File: src/ebcalu_pkg.sv
// Types and operation codes of the 8-bit CPU ALU.
package ebcalu_pkg;

    localparam logic [4:0] OP_ADD   = 5'd0;
    localparam logic [4:0] OP_ADC   = 5'd1;
    localparam logic [4:0] OP_SUB   = 5'd2;
    localparam logic [4:0] OP_SBC   = 5'd3;
    localparam logic [4:0] OP_AND   = 5'd4;
    localparam logic [4:0] OP_XOR   = 5'd5;
    localparam logic [4:0] OP_OR    = 5'd6;
    localparam logic [4:0] OP_CP    = 5'd7;
    localparam logic [4:0] OP_INC   = 5'd8;
    localparam logic [4:0] OP_DEC   = 5'd9;
    localparam logic [4:0] OP_CPL   = 5'd10;
    localparam logic [4:0] OP_RLC   = 5'd11;
    localparam logic [4:0] OP_RRC   = 5'd12;
    localparam logic [4:0] OP_RL    = 5'd13;
    localparam logic [4:0] OP_RR    = 5'd14;
    localparam logic [4:0] OP_SLA   = 5'd15;
    localparam logic [4:0] OP_SRA   = 5'd16;
    localparam logic [4:0] OP_SRL   = 5'd17;
    localparam logic [4:0] OP_RLCA  = 5'd18;
    localparam logic [4:0] OP_RRCA  = 5'd19;
    localparam logic [4:0] OP_RLA   = 5'd20;
    localparam logic [4:0] OP_RRA   = 5'd21;
    localparam logic [4:0] OP_BIT   = 5'd22;
    localparam logic [4:0] OP_RES   = 5'd23;
    localparam logic [4:0] OP_SET   = 5'd24;
    localparam logic [4:0] OP_ADD16 = 5'd25;
    localparam logic [4:0] OP_ADDSP = 5'd26;

    // Flag positions in the flag byte
    localparam int FLAG_Z = 7;
    localparam int FLAG_N = 6;
    localparam int FLAG_H = 5;
    localparam int FLAG_C = 4;

    typedef struct packed {
        logic [4:0]  cmd;
        logic [15:0] target_value;
        logic [15:0] source_value;
        logic [2:0]  bit_index;
        logic [7:0]  flags_in;
    } alu_req_t;

    typedef struct packed {
        logic [15:0] result;
        logic [7:0]  flags_out;
    } alu_rsp_t;

endpackage

File: src/eight_bit_cpu_alu_with_flags_top.sv
// Top level of the 8-bit CPU ALU: input register, ALU logic, result register.
// A request is captured in the input register and its result in the result register.
// Throughput: one request per cycle while m_ready is high; the input and result registers
// form a two-deep pipeline; a request is taken while a result waits if the input is free.
// Reset: synchronous on aresetn low, clears both pipeline valids; payloads keep
// stale data until the next request.
module eight_bit_cpu_alu_with_flags_top (
    input  logic                  aclk,
    input  logic                  aresetn,
    input  logic                  s_valid,
    output logic                  s_ready,
    input  ebcalu_pkg::alu_req_t  s_req,
    output logic                  m_valid,
    input  logic                  m_ready,
    output ebcalu_pkg::alu_rsp_t  m_rsp
);

    logic                 in_vld_reg;
    logic                 in_vld_next;
    ebcalu_pkg::alu_req_t in_req_reg;
    ebcalu_pkg::alu_req_t in_req_next;
    logic                 out_vld_reg;
    logic                 out_vld_next;
    ebcalu_pkg::alu_rsp_t out_rsp_reg;
    ebcalu_pkg::alu_rsp_t out_rsp_next;
    ebcalu_pkg::alu_rsp_t core_rsp;
    logic                 out_adv;
    logic                 in_adv;

    ebcalu_core u_core (
        .req (in_req_reg),
        .rsp (core_rsp)
    );

    assign out_adv = !out_vld_reg || m_ready;
    assign in_adv  = !in_vld_reg || out_adv;
    assign s_ready = in_adv;
    assign m_valid = out_vld_reg;
    assign m_rsp   = out_rsp_reg;

    always_comb begin
        in_vld_next  = in_vld_reg;
        in_req_next  = in_req_reg;
        out_vld_next = out_vld_reg;
        out_rsp_next = out_rsp_reg;
        if (in_adv) begin
            in_vld_next = s_valid;
            if (s_valid) begin
                in_req_next = s_req;
            end
        end
        if (out_adv) begin
            out_vld_next = in_vld_reg;
            if (in_vld_reg) begin
                out_rsp_next = core_rsp;
            end
        end
    end

    always_ff @(posedge aclk) begin
        if (!aresetn) begin
            in_vld_reg  <= 1'b0;
            out_vld_reg <= 1'b0;
        end else begin
            in_vld_reg  <= in_vld_next;
            out_vld_reg <= out_vld_next;
        end
    end

    always_ff @(posedge aclk) begin
        in_req_reg  <= in_req_next;
        out_rsp_reg <= out_rsp_next;
    end

endmodule

File: src/ebcalu_core.sv
// Combinational ALU datapath: result value and flag update for one request.
module ebcalu_core (
    input  ebcalu_pkg::alu_req_t req,
    output ebcalu_pkg::alu_rsp_t rsp
);

    logic [7:0]  a;
    logic [7:0]  v;
    logic        cin;
    logic [8:0]  add8;
    logic [4:0]  add4;
    logic [8:0]  sub8;
    logic [4:0]  sub4;
    logic [16:0] add16;
    logic [12:0] add12;
    logic [15:0] sp_sum;
    logic [8:0]  sp_c8;
    logic [4:0]  sp_c4;
    logic        k_add;
    logic        k_sub;

    assign a     = req.target_value[7:0];
    assign v     = req.source_value[7:0];
    assign cin   = req.flags_in[ebcalu_pkg::FLAG_C];
    assign k_add = (req.cmd == ebcalu_pkg::OP_ADC) ? cin : 1'b0;
    assign k_sub = (req.cmd == ebcalu_pkg::OP_SBC) ? cin : 1'b0;

    assign add8  = {1'b0, a} + {1'b0, v} + {8'd0, k_add};
    assign add4  = {1'b0, a[3:0]} + {1'b0, v[3:0]} + {4'd0, k_add};
    // borrow shows in the top bit of the widened difference
    assign sub8  = {1'b0, a} - {1'b0, v} - {8'd0, k_sub};
    assign sub4  = {1'b0, a[3:0]} - {1'b0, v[3:0]} - {4'd0, k_sub};
    assign add16 = {1'b0, req.target_value} + {1'b0, req.source_value};
    assign add12 = {1'b0, req.target_value[11:0]} + {1'b0, req.source_value[11:0]};
    assign sp_sum = req.target_value + {{8{v[7]}}, v};
    assign sp_c8 = {1'b0, req.target_value[7:0]} + {1'b0, v};
    assign sp_c4 = {1'b0, req.target_value[3:0]} + {1'b0, v[3:0]};

    always_comb begin
        logic [15:0] r;
        logic [7:0]  r8;
        logic        z, n, h, c;
        logic        z_calc;
        logic [3:0]  wr;   // Z N H C write enables
        logic [7:0]  f;

        r8     = a;
        r      = 16'd0;
        z      = 1'b0;
        n      = 1'b0;
        h      = 1'b0;
        c      = 1'b0;
        z_calc = 1'b1;
        wr     = 4'b1111;
        f      = req.flags_in;

        unique case (req.cmd)
            ebcalu_pkg::OP_ADD, ebcalu_pkg::OP_ADC: begin
                r8 = add8[7:0];
                h  = add4[4];
                c  = add8[8];
            end
            ebcalu_pkg::OP_SUB, ebcalu_pkg::OP_SBC: begin
                r8 = sub8[7:0];
                n  = 1'b1;
                h  = sub4[4];
                c  = sub8[8];
            end
            ebcalu_pkg::OP_CP: begin
                r8     = a;
                n      = 1'b1;
                h      = sub4[4];
                c      = sub8[8];
                z      = (a == v);
                z_calc = 1'b0;
            end
            ebcalu_pkg::OP_AND: begin
                r8 = a & v;
                h  = 1'b1;
            end
            ebcalu_pkg::OP_XOR: r8 = a ^ v;
            ebcalu_pkg::OP_OR:  r8 = a | v;
            ebcalu_pkg::OP_INC: begin
                r8 = a + 8'd1;
                h  = (a[3:0] == 4'hF);
                wr = 4'b1110;
            end
            ebcalu_pkg::OP_DEC: begin
                r8 = a - 8'd1;
                n  = 1'b1;
                h  = (a[3:0] == 4'h0);
                wr = 4'b1110;
            end
            ebcalu_pkg::OP_CPL: begin
                r8 = ~a;
                n  = 1'b1;
                h  = 1'b1;
                wr = 4'b0110;
            end
            ebcalu_pkg::OP_RLC, ebcalu_pkg::OP_RLCA: begin
                r8 = {a[6:0], a[7]};
                c  = a[7];
            end
            ebcalu_pkg::OP_RRC, ebcalu_pkg::OP_RRCA: begin
                r8 = {a[0], a[7:1]};
                c  = a[0];
            end
            ebcalu_pkg::OP_RL, ebcalu_pkg::OP_RLA: begin
                r8 = {a[6:0], cin};
                c  = a[7];
            end
            ebcalu_pkg::OP_RR, ebcalu_pkg::OP_RRA: begin
                r8 = {cin, a[7:1]};
                c  = a[0];
            end
            ebcalu_pkg::OP_SLA: begin
                r8 = {a[6:0], 1'b0};
                c  = a[7];
            end
            ebcalu_pkg::OP_SRA: begin
                r8 = {a[7], a[7:1]};
                c  = a[0];
            end
            ebcalu_pkg::OP_SRL: begin
                r8 = {1'b0, a[7:1]};
                c  = a[0];
            end
            ebcalu_pkg::OP_BIT: begin
                r8     = a;
                z      = ~a[req.bit_index];
                z_calc = 1'b0;
                h      = 1'b1;
                wr     = 4'b1110;
            end
            ebcalu_pkg::OP_RES: begin
                r8 = a & ~(8'd1 << req.bit_index);
                wr = 4'b0000;
            end
            ebcalu_pkg::OP_SET: begin
                r8 = a | (8'd1 << req.bit_index);
                wr = 4'b0000;
            end
            default: ;
        endcase

        // 16-bit and unused codes carry the full width
        priority if (req.cmd == ebcalu_pkg::OP_ADD16) begin
            r  = add16[15:0];
            h  = add12[12];
            c  = add16[16];
            wr = 4'b0111;
        end else if (req.cmd == ebcalu_pkg::OP_ADDSP) begin
            r      = sp_sum;
            h      = sp_c4[4];
            c      = sp_c8[8];
            z      = 1'b0;
            z_calc = 1'b0;
        end else if (req.cmd > ebcalu_pkg::OP_ADDSP) begin
            r  = req.target_value;
            wr = 4'b0000;
        end else begin
            r = {8'd0, r8};
        end

        if (z_calc) begin
            z = (r == 16'd0);
        end
        // accumulator rotates always clear Z
        if (req.cmd >= ebcalu_pkg::OP_RLCA && req.cmd <= ebcalu_pkg::OP_RRA) begin
            z = 1'b0;
        end

        if (wr[3]) f[ebcalu_pkg::FLAG_Z] = z;
        if (wr[2]) f[ebcalu_pkg::FLAG_N] = n;
        if (wr[1]) f[ebcalu_pkg::FLAG_H] = h;
        if (wr[0]) f[ebcalu_pkg::FLAG_C] = c;

        rsp.result    = r;
        rsp.flags_out = f;
    end

endmodule

File: config.mk
export PLATFORM = sky130hd
export DESIGN_NAME = eight_bit_cpu_alu_with_flags_top
export DESIGN_NICKNAME = d
export VERILOG_FILES = /design/src/ebcalu_pkg.sv /design/src/eight_bit_cpu_alu_with_flags_top.sv /design/src/ebcalu_core.sv
export SDC_FILE = /design/constraint.sdc
export NUM_CORES = 1
export LEC_CHECK = 0
export BUFFER_PORTS_ARGS = -buffer_cell sky130_fd_sc_hd__buf_2
export CAP_MARGIN = 20
export CORE_ASPECT_RATIO = 0.75
export CORE_MARGIN = 1.5
export CORE_UTILIZATION = 50
export DETAILED_ROUTE_END_ITERATION = 7
export MAX_ROUTING_LAYER = met4
export PLACE_DENSITY = 0.75
export SLEW_MARGIN = 20
export SYNTH_ARGS = -nofsm -noshare
export SYNTH_HDL_FRONTEND = slang
export SYNTH_HIERARCHICAL = 1
export SYNTH_SLANG_ARGS = --single-unit
File: constraint.sdc
create_clock -name aclk -period 4.4 [get_ports aclk]
set_input_delay 0 -clock aclk [delete_from_list [all_inputs] [get_ports aclk]]
set_output_delay 0 -clock aclk [all_outputs]
set_load 0.03 [all_outputs]
* Word-level counts from Yosys, hierarchy flattened *
Cells that the tools add are included.

storage, ports and cells
  memories kept = 0
  logic and storage cells = 118
  bits in read-only memories = 0
  input port bits = 52
  output and inout bits = 26
  memory bits (writable) = 0
  register bits = 74
  latch bits = 0

operators by class
  eq/ne operators = 28
  shifts and indexed selects = 1
  mux-type cells = 31
  reductions and logical operators = 24
  bitwise operators = 8
  add/subtract/negate cells = 13
  div/mod/pow operators = 0
  order comparisons = 4
  multipliers = 0

operators by type and width
  operator                                                               number
  8-bit one-hot mux with 17 select lines                                 1
  5-bit equality test, second input constant                             11
  16-bit two-way mux                                                     3
  5-bit by 4-bit equality test with 1-bit output, second input constant  8
  5-bit by 3-bit equality test with 1-bit output, second input constant  4
  1-bit two-way mux                                                      19
  16-bit by 16-bit adder with 17-bit output                              1
  16-bit adder                                                           1
  8-bit AND                                                              2
  16-bit zero test                                                       1
  8-bit NOT                                                              2
  8-bit OR                                                               2
  2-bit OR reduction                                                     8
  12-bit by 12-bit adder with 13-bit output                              1
  4-bit two-way mux                                                      3
  4-bit one-hot mux with 3 select lines                                  1
  5-bit by 2-bit equality test with 1-bit output, second input constant  2
  5-bit OR reduction                                                     2
  8-bit by 8-bit adder with 9-bit output                                 1
  9-bit by 1-bit adder with 9-bit output                                 1
  3-bit OR reduction                                                     3
  8-bit by 8-bit subtractor with 9-bit output                            1
  9-bit by 1-bit subtractor with 9-bit output                            1
  8-bit by 1-bit adder with 8-bit output, second input constant          1
  26 further kinds                                                       29

* Longest topological paths before layout *
Gate-level depths: netlist of run 1.

  depth after elaboration = 11
  depth in mapped cells = 15
  gate-level depth less buffers = 13

* By module *
Netlist of run 1, hierarchy kept.

by module, submodules not included
  module                            cells each  times used  sequential area each (um^2)  area an instance (um^2)
  ebcalu_core                       592         1           0.0                          4101.4
  eight_bit_cpu_alu_with_flags_top  81          1           2202.1                       2265.9

* Least setup slack after synthesis of run 1 *
OpenSTA, ideal clock, no wires.

  path kind = register to register
  start = register in_req_reg[46] (netlist bit)
  end = register out_rsp_reg (netlist bit m_rsp[7]) (data pin)
  library setup time = 0.165 ns
  period minus slack after synthesis = 4.139 ns
  setup slack = 0.261 ns
  required time = 4.235 ns
  data arrival time = 3.974 ns
  stages on the path, launching flop included = 15
  buffers on the path = 2
  cell sequence = edfxtp_1 > buf_4 > buf_6 > nor3_1 > nand3_1 > fa_1 > fa_1 > inv_1 > a21oi_1 > mux2_2 > a2111oi_2 > a31oi_1 > or4_1 > or4_1 > o31ai_2

RTL lines
  element                   RTL line                                source
  start: declaration        eight_bit_cpu_alu_with_flags_top.sv:20  ebcalu_pkg::alu_req_t in_req_reg;
  start signal: assignment  eight_bit_cpu_alu_with_flags_top.sv:71  in_req_reg <= in_req_next;
  end signal: assignment    eight_bit_cpu_alu_with_flags_top.sv:72  out_rsp_reg <= out_rsp_next;
  end: declaration          eight_bit_cpu_alu_with_flags_top.sv:24  ebcalu_pkg::alu_rsp_t out_rsp_reg;

==> impl_metrics.json, run 1 <==
{
  "chipWidth_um": 133,
  "clock_skew_ns": 0.0104,
  "route.detailed.wl_per_inst_um": 24.3,
  "first_pass_iters": 8,
  "tightest_pin_transition_ns": 0.911,
  "worstHoldPathType": "input pin to flip-flop",
  "gpl.final_weighted_congestion": 1.06,
  "1st_iter_drt_viols": 974,
  "fin_setup_tns_ns": 0,
  "post_detailed_route_drc_marker_count": 1,
  "detailroute.via_count": 6539,
  "clock_latency_ns": 0.35,
  "critPathSlowestCell": "sky130_fd_sc_hd__or4_1",
  "placed_cells": 906,
  "worst_case_headroom_to_the_max_slew_limit_pct": 39.3,
  "cts-htree-levels": 3,
  "dieHeight_um": 101,
  "io_pins": 78,
  "wirelength_um": 23700,
  "grt_use_total_pct": 36.8,
  "netlist_top_cells_area": "sky130_fd_sc_hd__edfxtp_1, sky130_fd_sc_hd__ha_1, sky130_fd_sc_hd__a21oi_1",
  "max_cap_viol_count": 0,
  "first_global_vias": 6145,
  "crit_arrival_ns": 4.32,
  "mappedNetlistArea_mm2": 0.00637,
  "timing.critical_path.fanout_max": 2,
  "fraction_of_layout_cells_with_a_size_suffix_above_1_pct": 19.0,
  "power.static_leakage_uw": 0.00307,
  "postSynth.asyncResetShare_pct": 0,
  "io_buffers": 77,
  "num-nets-final": 902,
  "p_clk_share_pct": 32.1,
  "flow.area_growth_from_synthesis_pct": 22.2,
  "via_per_inst": 6.71,
  "violated_checks": "design-rule violations",
  "number_of_synthesized_flops_with_an_enable_pin": 72,
  "postSynthRegisterBits": 74,
  "first_pass_grt_wire_length_um": 35500,
  "hpwlAfterDp_um": 17200,
  "clockRootBuffer": "sky130_fd_sc_hd__clkbuf_16",
  "share_seq_of_total_power_pct": 37.4,
  "peak_supply_drop_mv": 0.185,
  "row_count": 35,
  "ctsResizeCount": 0,
  "rsz0062_at_grt": "false",
  "setup_viol": 0,
  "place_area_mm2": 0.00698,
  "timing.critical_path.buf_inv": 1,
  "post_synth_top_area_share_pct": 34.0,
  "ys.flop_type": "sky130_fd_sc_hd__edfxtp_1",
  "logic_pwr_share_pct": 30.4,
  "syn_avg_cell_area_um2": 9.46,
  "min_period_ns": 4.14,
  "ff2ff_setup_slack_ns": 0.26,
  "postCtsSetupBuffers": 0,
  "critical_path.top_delay_family": "simple AND/OR/NAND/NOR gates",
  "worst_setup_path_end_kind": "flip-flop",
  "critPathKind": "flip-flop to flip-flop",
  "run_status": "complete, but fails checks",
  "maxClockFrequency_mhz": 241,
  "final_min_period_over_clock_period_pct": 94.2,
  "cts_num_sinks": 74,
  "antenna_violating_nets_post_route": 0,
  "cpPeakStageDelay_ns": 0.59,
  "pwr_density_cell_mw_per_mm2": 295,
  "hold_viol": 0,
  "grt_start_max_net_pins": 49,
  "path_cells": "nor3_1 > nand3_1 > fa_1 > fa_1 > inv_1 > a21oi_1 > mux2_2 > a2111oi_2 > a31oi_1 > or4_1 > or4_1 > o31ai_2",
  "setup.worst_path.start_class": "flip-flop",
  "sw_frac_of_total_pct": 34.7,
  "synth_common_cells": "sky130_fd_sc_hd__edfxtp_1, sky130_fd_sc_hd__ha_1, sky130_fd_sc_hd__a21oi_1, sky130_fd_sc_hd__o21ai_0, sky130_fd_sc_hd__nor2_1",
  "synth_area_leader_cell": "sky130_fd_sc_hd__edfxtp_1",
  "final_design_area_no_fill_mm2": 0.00778,
  "die-area_mm2": 0.0134,
  "cts_made_buffers": 9,
  "synthesis.nets": 774,
  "cts_buffer_depth": 2,
  "tritoncts": "done",
  "synth-warning-count": 6,
  "yosysMostFrequentCell": "sky130_fd_sc_hd__edfxtp_1",
  "grt.overflow.total": 0,
  "power.net_switching_uw": 797,
  "number_of_antenna_violations_at_the_first_check_in_global_routing": 2,
  "slew_violations": 0,
  "largest_register_ffs": 48,
  "synth-seq-area-share_pct": 34.6,
  "initial_core_util_pct": 51.6,
  "p_int_uw": 1500,
  "synthDistinctLibCells": 87,
  "final_cell_count_no_fill": 975,
  "coreArea_mm2": 0.0123,
  "syn-instance-count": 673,
  "clk_pin_slew_ns": 0.07,
  "holdBufCountCts": 50,
  "cp.required_ns": 4.57
}
## kinds of logic after synthesis
kind of cell	count (synthesis)	share of synthesized area, %
and+or+nand+nor	233	21.3
AOI/OAI and AO/OA	215	23.6
DFF	74	34.6
buffers and inverters	69	5.17
adders and majority gates	49	10.1
xor gates and xnor gates	22	3.03
muxes	11	2.24
## final timing paths
check / cells after the start / to / start
worst min register to register: 0 / m_rsp[3]$_DFFE_PP_ / in_req_reg[3]$_DFFE_PP_
worst max register to register: 12 / m_rsp[7]$_DFFE_PP_ / in_req_reg[45]$_DFFE_PP_
worst max-delay path: 12 / m_rsp[7]$_DFFE_PP_ / in_req_reg[45]$_DFFE_PP_
worst min-delay path: 3 / in_vld_reg$_SDFFE_PN0P_ / m_ready
## routing by layer
| layer | wire [um] | GRT usage [%] | up-vias | share of wire (%) |
|---|---|---|---|---|
| li1 | - | - | 2898 | - |
| met1 | 9850 | 50.0 | 3102 | 42 |
| met2 | 10400 | 53.3 | 480 | 44 |
| met3 | 2970 | 10.5 | 59 | 13 |
| met4 | 495 | 11.4 | 0 | 2.1 |
| met5 | 0 | - | - | 0 |
## power groups by stage
stage | registers, uW | clock network [uW] | logic (uW)
floorplan | 897 | 0 | 409
global placement | 873 | 0 | 624
detailed placement | 874 | 0 | 632
CTS | 859 | 742 | 670
global route | 863 | 773 | 743
finish | 859 | 737 | 699
## placed cells by master (no fill, tap or decap), types with 7 or more instances in the layout
cell	n
sky130_fd_sc_hd__buf_2	77
sky130_fd_sc_hd__edfxtp_1	72
sky130_fd_sc_hd__dlygate4sd3_1	50
sky130_fd_sc_hd__ha_1	45
sky130_fd_sc_hd__a21oi_1	41
sky130_fd_sc_hd__o21ai_0	41
sky130_fd_sc_hd__nor2_1	38
sky130_fd_sc_hd__nand2_1	35
sky130_fd_sc_hd__inv_1	30
sky130_fd_sc_hd__buf_4	28
sky130_fd_sc_hd__nor3_1	22
sky130_fd_sc_hd__nand2b_1	20
sky130_fd_sc_hd__nand3_1	15
sky130_fd_sc_hd__nor4_1	12
sky130_fd_sc_hd__xnor2_1	12
sky130_fd_sc_hd__nand3b_1	11
sky130_fd_sc_hd__nor2b_1	10
sky130_fd_sc_hd__o31ai_1	10
sky130_fd_sc_hd__xor2_1	10
sky130_fd_sc_hd__clkbuf_16	9
sky130_fd_sc_hd__a211oi_1	9
sky130_fd_sc_hd__a221o_1	9
sky130_fd_sc_hd__nand4_1	9
sky130_fd_sc_hd__o211ai_1	8
sky130_fd_sc_hd__o22ai_1	8
sky130_fd_sc_hd__o21a_1	7
sky130_fd_sc_hd__and2_1	7
sky130_fd_sc_hd__a2111oi_0	7
sky130_fd_sc_hd__a31oi_1	7
## worst min-delay path, delay by kind of cell
family          cells  cell delay (ns)
simple gates        1             0.13
compound gates      1             0.06
buf+inv             1             0.11
## cell type report
class | count | area, um2
clock buffers | 9 | 225
repair buffers | 155 | 1100
fillers | 1076 | 4570
well taps | 166 | 208
inverters | 31 | 116
multi-input cells | 530 | 3860
diodes | 3 | 7.51
clock inverters | 7 | 66.3
flip-flops and latches | 74 | 2200
## per-stage QoR
| stage | hold slack, ns | power (uW) | utilization (%) | setup WS (ns) |
|---|---|---|---|---|
| 6_report | 0.00692 | 2300 | 63.0 | 0.257 |
| 5_1_grt | 0.0135 | 2380 | 63.0 | 0.0814 |
| 4_1_cts | 0.0119 | 2270 | 63.0 | 0.340 |
| 3_5_place_dp | 0.178 | 1510 | 56.5 | 0.359 |
| 3_3_place_gp | 0.176 | 1500 | 56.5 | 0.454 |
| 2_1_floorplan | 0.0989 | 1310 | - | 0.261 |
Note: power is estimated with default switching activity, not from simulation.
==> run 2, diff against run 1 <==
--- a/config.mk
+++ b/config.mk
@@ -13,6 +13,7 @@
 export DETAILED_ROUTE_END_ITERATION = 7
 export MAX_ROUTING_LAYER = met4
 export PLACE_DENSITY = 0.75
+export REMOVE_ABC_BUFFERS = 1
 export SLEW_MARGIN = 20
 export SYNTH_ARGS = -nofsm -noshare
 export SYNTH_HDL_FRONTEND = slang
==> impl_metrics.json, run 2 (synthesis gave the netlist of run 1 again) <==
{
  "dieHeight_um": 101,
  "tritoncts": "done",
  "num-nets-final": 900,
  "number_of_antenna_violations_at_the_first_check_in_global_routing": 0,
  "first_pass_iters": 8,
  "row_count": 35,
  "wirelength_um": 23100,
  "run_status": "complete, but fails checks",
  "worst_case_headroom_to_the_max_slew_limit_pct": 32.9,
  "startpoint": "in_req_reg[45]$_DFFE_PP_",
  "initial_core_util_pct": 51.6,
  "slew_violations": 0,
  "totalPowerFinal_uw": 2340,
  "peak_supply_drop_mv": 0.184,
  "coreArea_mm2": 0.0123,
  "holdBufCountCts": 50,
  "final_cell_mix": "sky130_fd_sc_hd__buf_2, sky130_fd_sc_hd__edfxtp_1, sky130_fd_sc_hd__dlygate4sd3_1",
  "max_cap_viol_count": 0,
  "placed_cells": 904,
  "route.detailed.wl_per_inst_um": 23.8,
  "worst_r2r_startpoint": "in_req_reg[45]$_DFFE_PP_",
  "setup_viol": 0,
  "first_pass_grt_wire_length_um": 34500,
  "antenna_violating_nets_post_route": 0,
  "violated_checks": "design-rule violations",
  "hold_viol": 0,
  "fraction_of_layout_cells_with_a_size_suffix_above_1_pct": 18.7,
  "flow.area_growth_from_synthesis_pct": 22.0,
  "cts_made_buffers": 9,
  "antennaDiodeCount": 0,
  "clock_latency_ns": 0.35,
  "final_min_period_over_clock_period_pct": 95.0,
  "largest_register_ffs": 48,
  "maxClockFrequency_mhz": 239,
  "chipWidth_um": 133,
  "worst_setup_path_end_kind": "flip-flop",
  "grt_start_max_net_pins": 39,
  "share_seq_of_total_power_pct": 36.7,
  "hold_ws_ns": 0.0211,
  "pwr_density_cell_mw_per_mm2": 301,
  "ctsResizeCount": 0,
  "die-area_mm2": 0.0134,
  "worstHoldPathType": "input pin to flip-flop",
  "min-delay-start": "m_ready",
  "rsz0062_at_grt": "false",
  "1st_iter_drt_viols": 1021,
  "io_pins": 78,
  "via_per_inst": 6.77,
  "gpl.final_weighted_congestion": 1.08,
  "clockRootBuffer": "sky130_fd_sc_hd__clkbuf_16",
  "grt.overflow.total": 0,
  "post_detailed_route_drc_marker_count": 1,
  "sw_frac_of_total_pct": 33.9,
  "fin_setup_tns_ns": 0,
  "cts_buffer_depth": 2,
  "timing.critical_path.fanout_max": 2,
  "hpwlAfterDp_um": 16800,
  "cts-htree-levels": 3,
  "tightest_pin_transition_ns": 0.982,
  "cts_num_sinks": 74,
  "mostFrequentLayoutCell": "sky130_fd_sc_hd__buf_2",
  "postCtsSetupBuffers": 0,
  "p_clk_share_pct": 33.8,
  "first_global_vias": 6010,
  "setup.worst_path.start_class": "flip-flop",
  "io_buffers": 77,
  "grt_use_total_pct": 35.5,
  "detailroute.via_count": 6571,
  "power.static_leakage_uw": 0.00306,
  "power.net_switching_uw": 793,
  "logic_pwr_share_pct": 29.5,
  "min_period_ns": 4.18,
  "critPathKind": "flip-flop to flip-flop",
  "p_int_uw": 1550,
  "final_cell_count_no_fill": 970,
  "cp.required_ns": 4.57,
  "clk_pin_slew_ns": 0.07,
  "clock_skew_ns": 0.0108,
  "crit_arrival_ns": 4.35
}
## run 2: worst max-delay path: stages (launching register included)
cell	delay, ns
sky130_fd_sc_hd__edfxtp_1	0.39
sky130_fd_sc_hd__nor3_1	0.32
sky130_fd_sc_hd__nand3_1	0.24
sky130_fd_sc_hd__fa_1	0.47
sky130_fd_sc_hd__fa_1	0.41
sky130_fd_sc_hd__inv_1	0.09
sky130_fd_sc_hd__a21oi_1	0.06
sky130_fd_sc_hd__mux2_2	0.29
sky130_fd_sc_hd__a2111oi_2	0.36
sky130_fd_sc_hd__a31oi_1	0.19
sky130_fd_sc_hd__or4_1	0.55
sky130_fd_sc_hd__or4_1	0.43
sky130_fd_sc_hd__o31ai_2	0.20
## run 2: cell type report
cell class	instances	area [um2]
timing repair buffer	153	1080
multi-input combinational	530	3860
sequential	74	2200
clock buffer	9	225
inverter	31	116
clock inverter	7	82.6
tap	166	208
fill	1019	4580
## run 2: worst paths after layout
kind	depth (start not counted)	slack, ns	endpoint
hold reg to reg	0	0.42	m_rsp[3]$_DFFE_PP_
setup reg to reg	12	0.22	m_rsp[7]$_DFFE_PP_
hold / removal	3	0.02	in_vld_reg$_SDFFE_PN0P_
setup / recovery	12	0.22	m_rsp[7]$_DFFE_PP_
## run 2: through the flow
stage	instance area, um2	util (%)	setup WS, ns
4_1_cts	7770	62.9	0.311
5_1_grt	7770	62.9	0.123
6_report	7770	62.9	0.220
3_5_place_dp	6960	56.4	0.344
2_1_floorplan	6150	-	0.181
3_3_place_gp	6960	56.4	0.441
## run 2: power by group through the flow
| stage | sequential, uW | clock [uW] | combinational (uW) |
|---|---|---|---|
| after global routing | 863 | 818 | 734 |
| after CTS | 859 | 789 | 665 |
| after detailed placement | 874 | 0 | 626 |
| after floorplan | 916 | 0 | 373 |
| final | 860 | 790 | 691 |
| after global placement | 872 | 0 | 614 |
## run 2: routing by layer
metal | global-route usage [%] | part of all wire (%) | vias up
met4 | 12.5 | 3.6 | 0
met1 | 47.3 | 41 | 3095
met5 | - | 0 | -
met2 | 53.1 | 43 | 505
met3 | 8.55 | 12 | 78
li1 | - | - | 2893
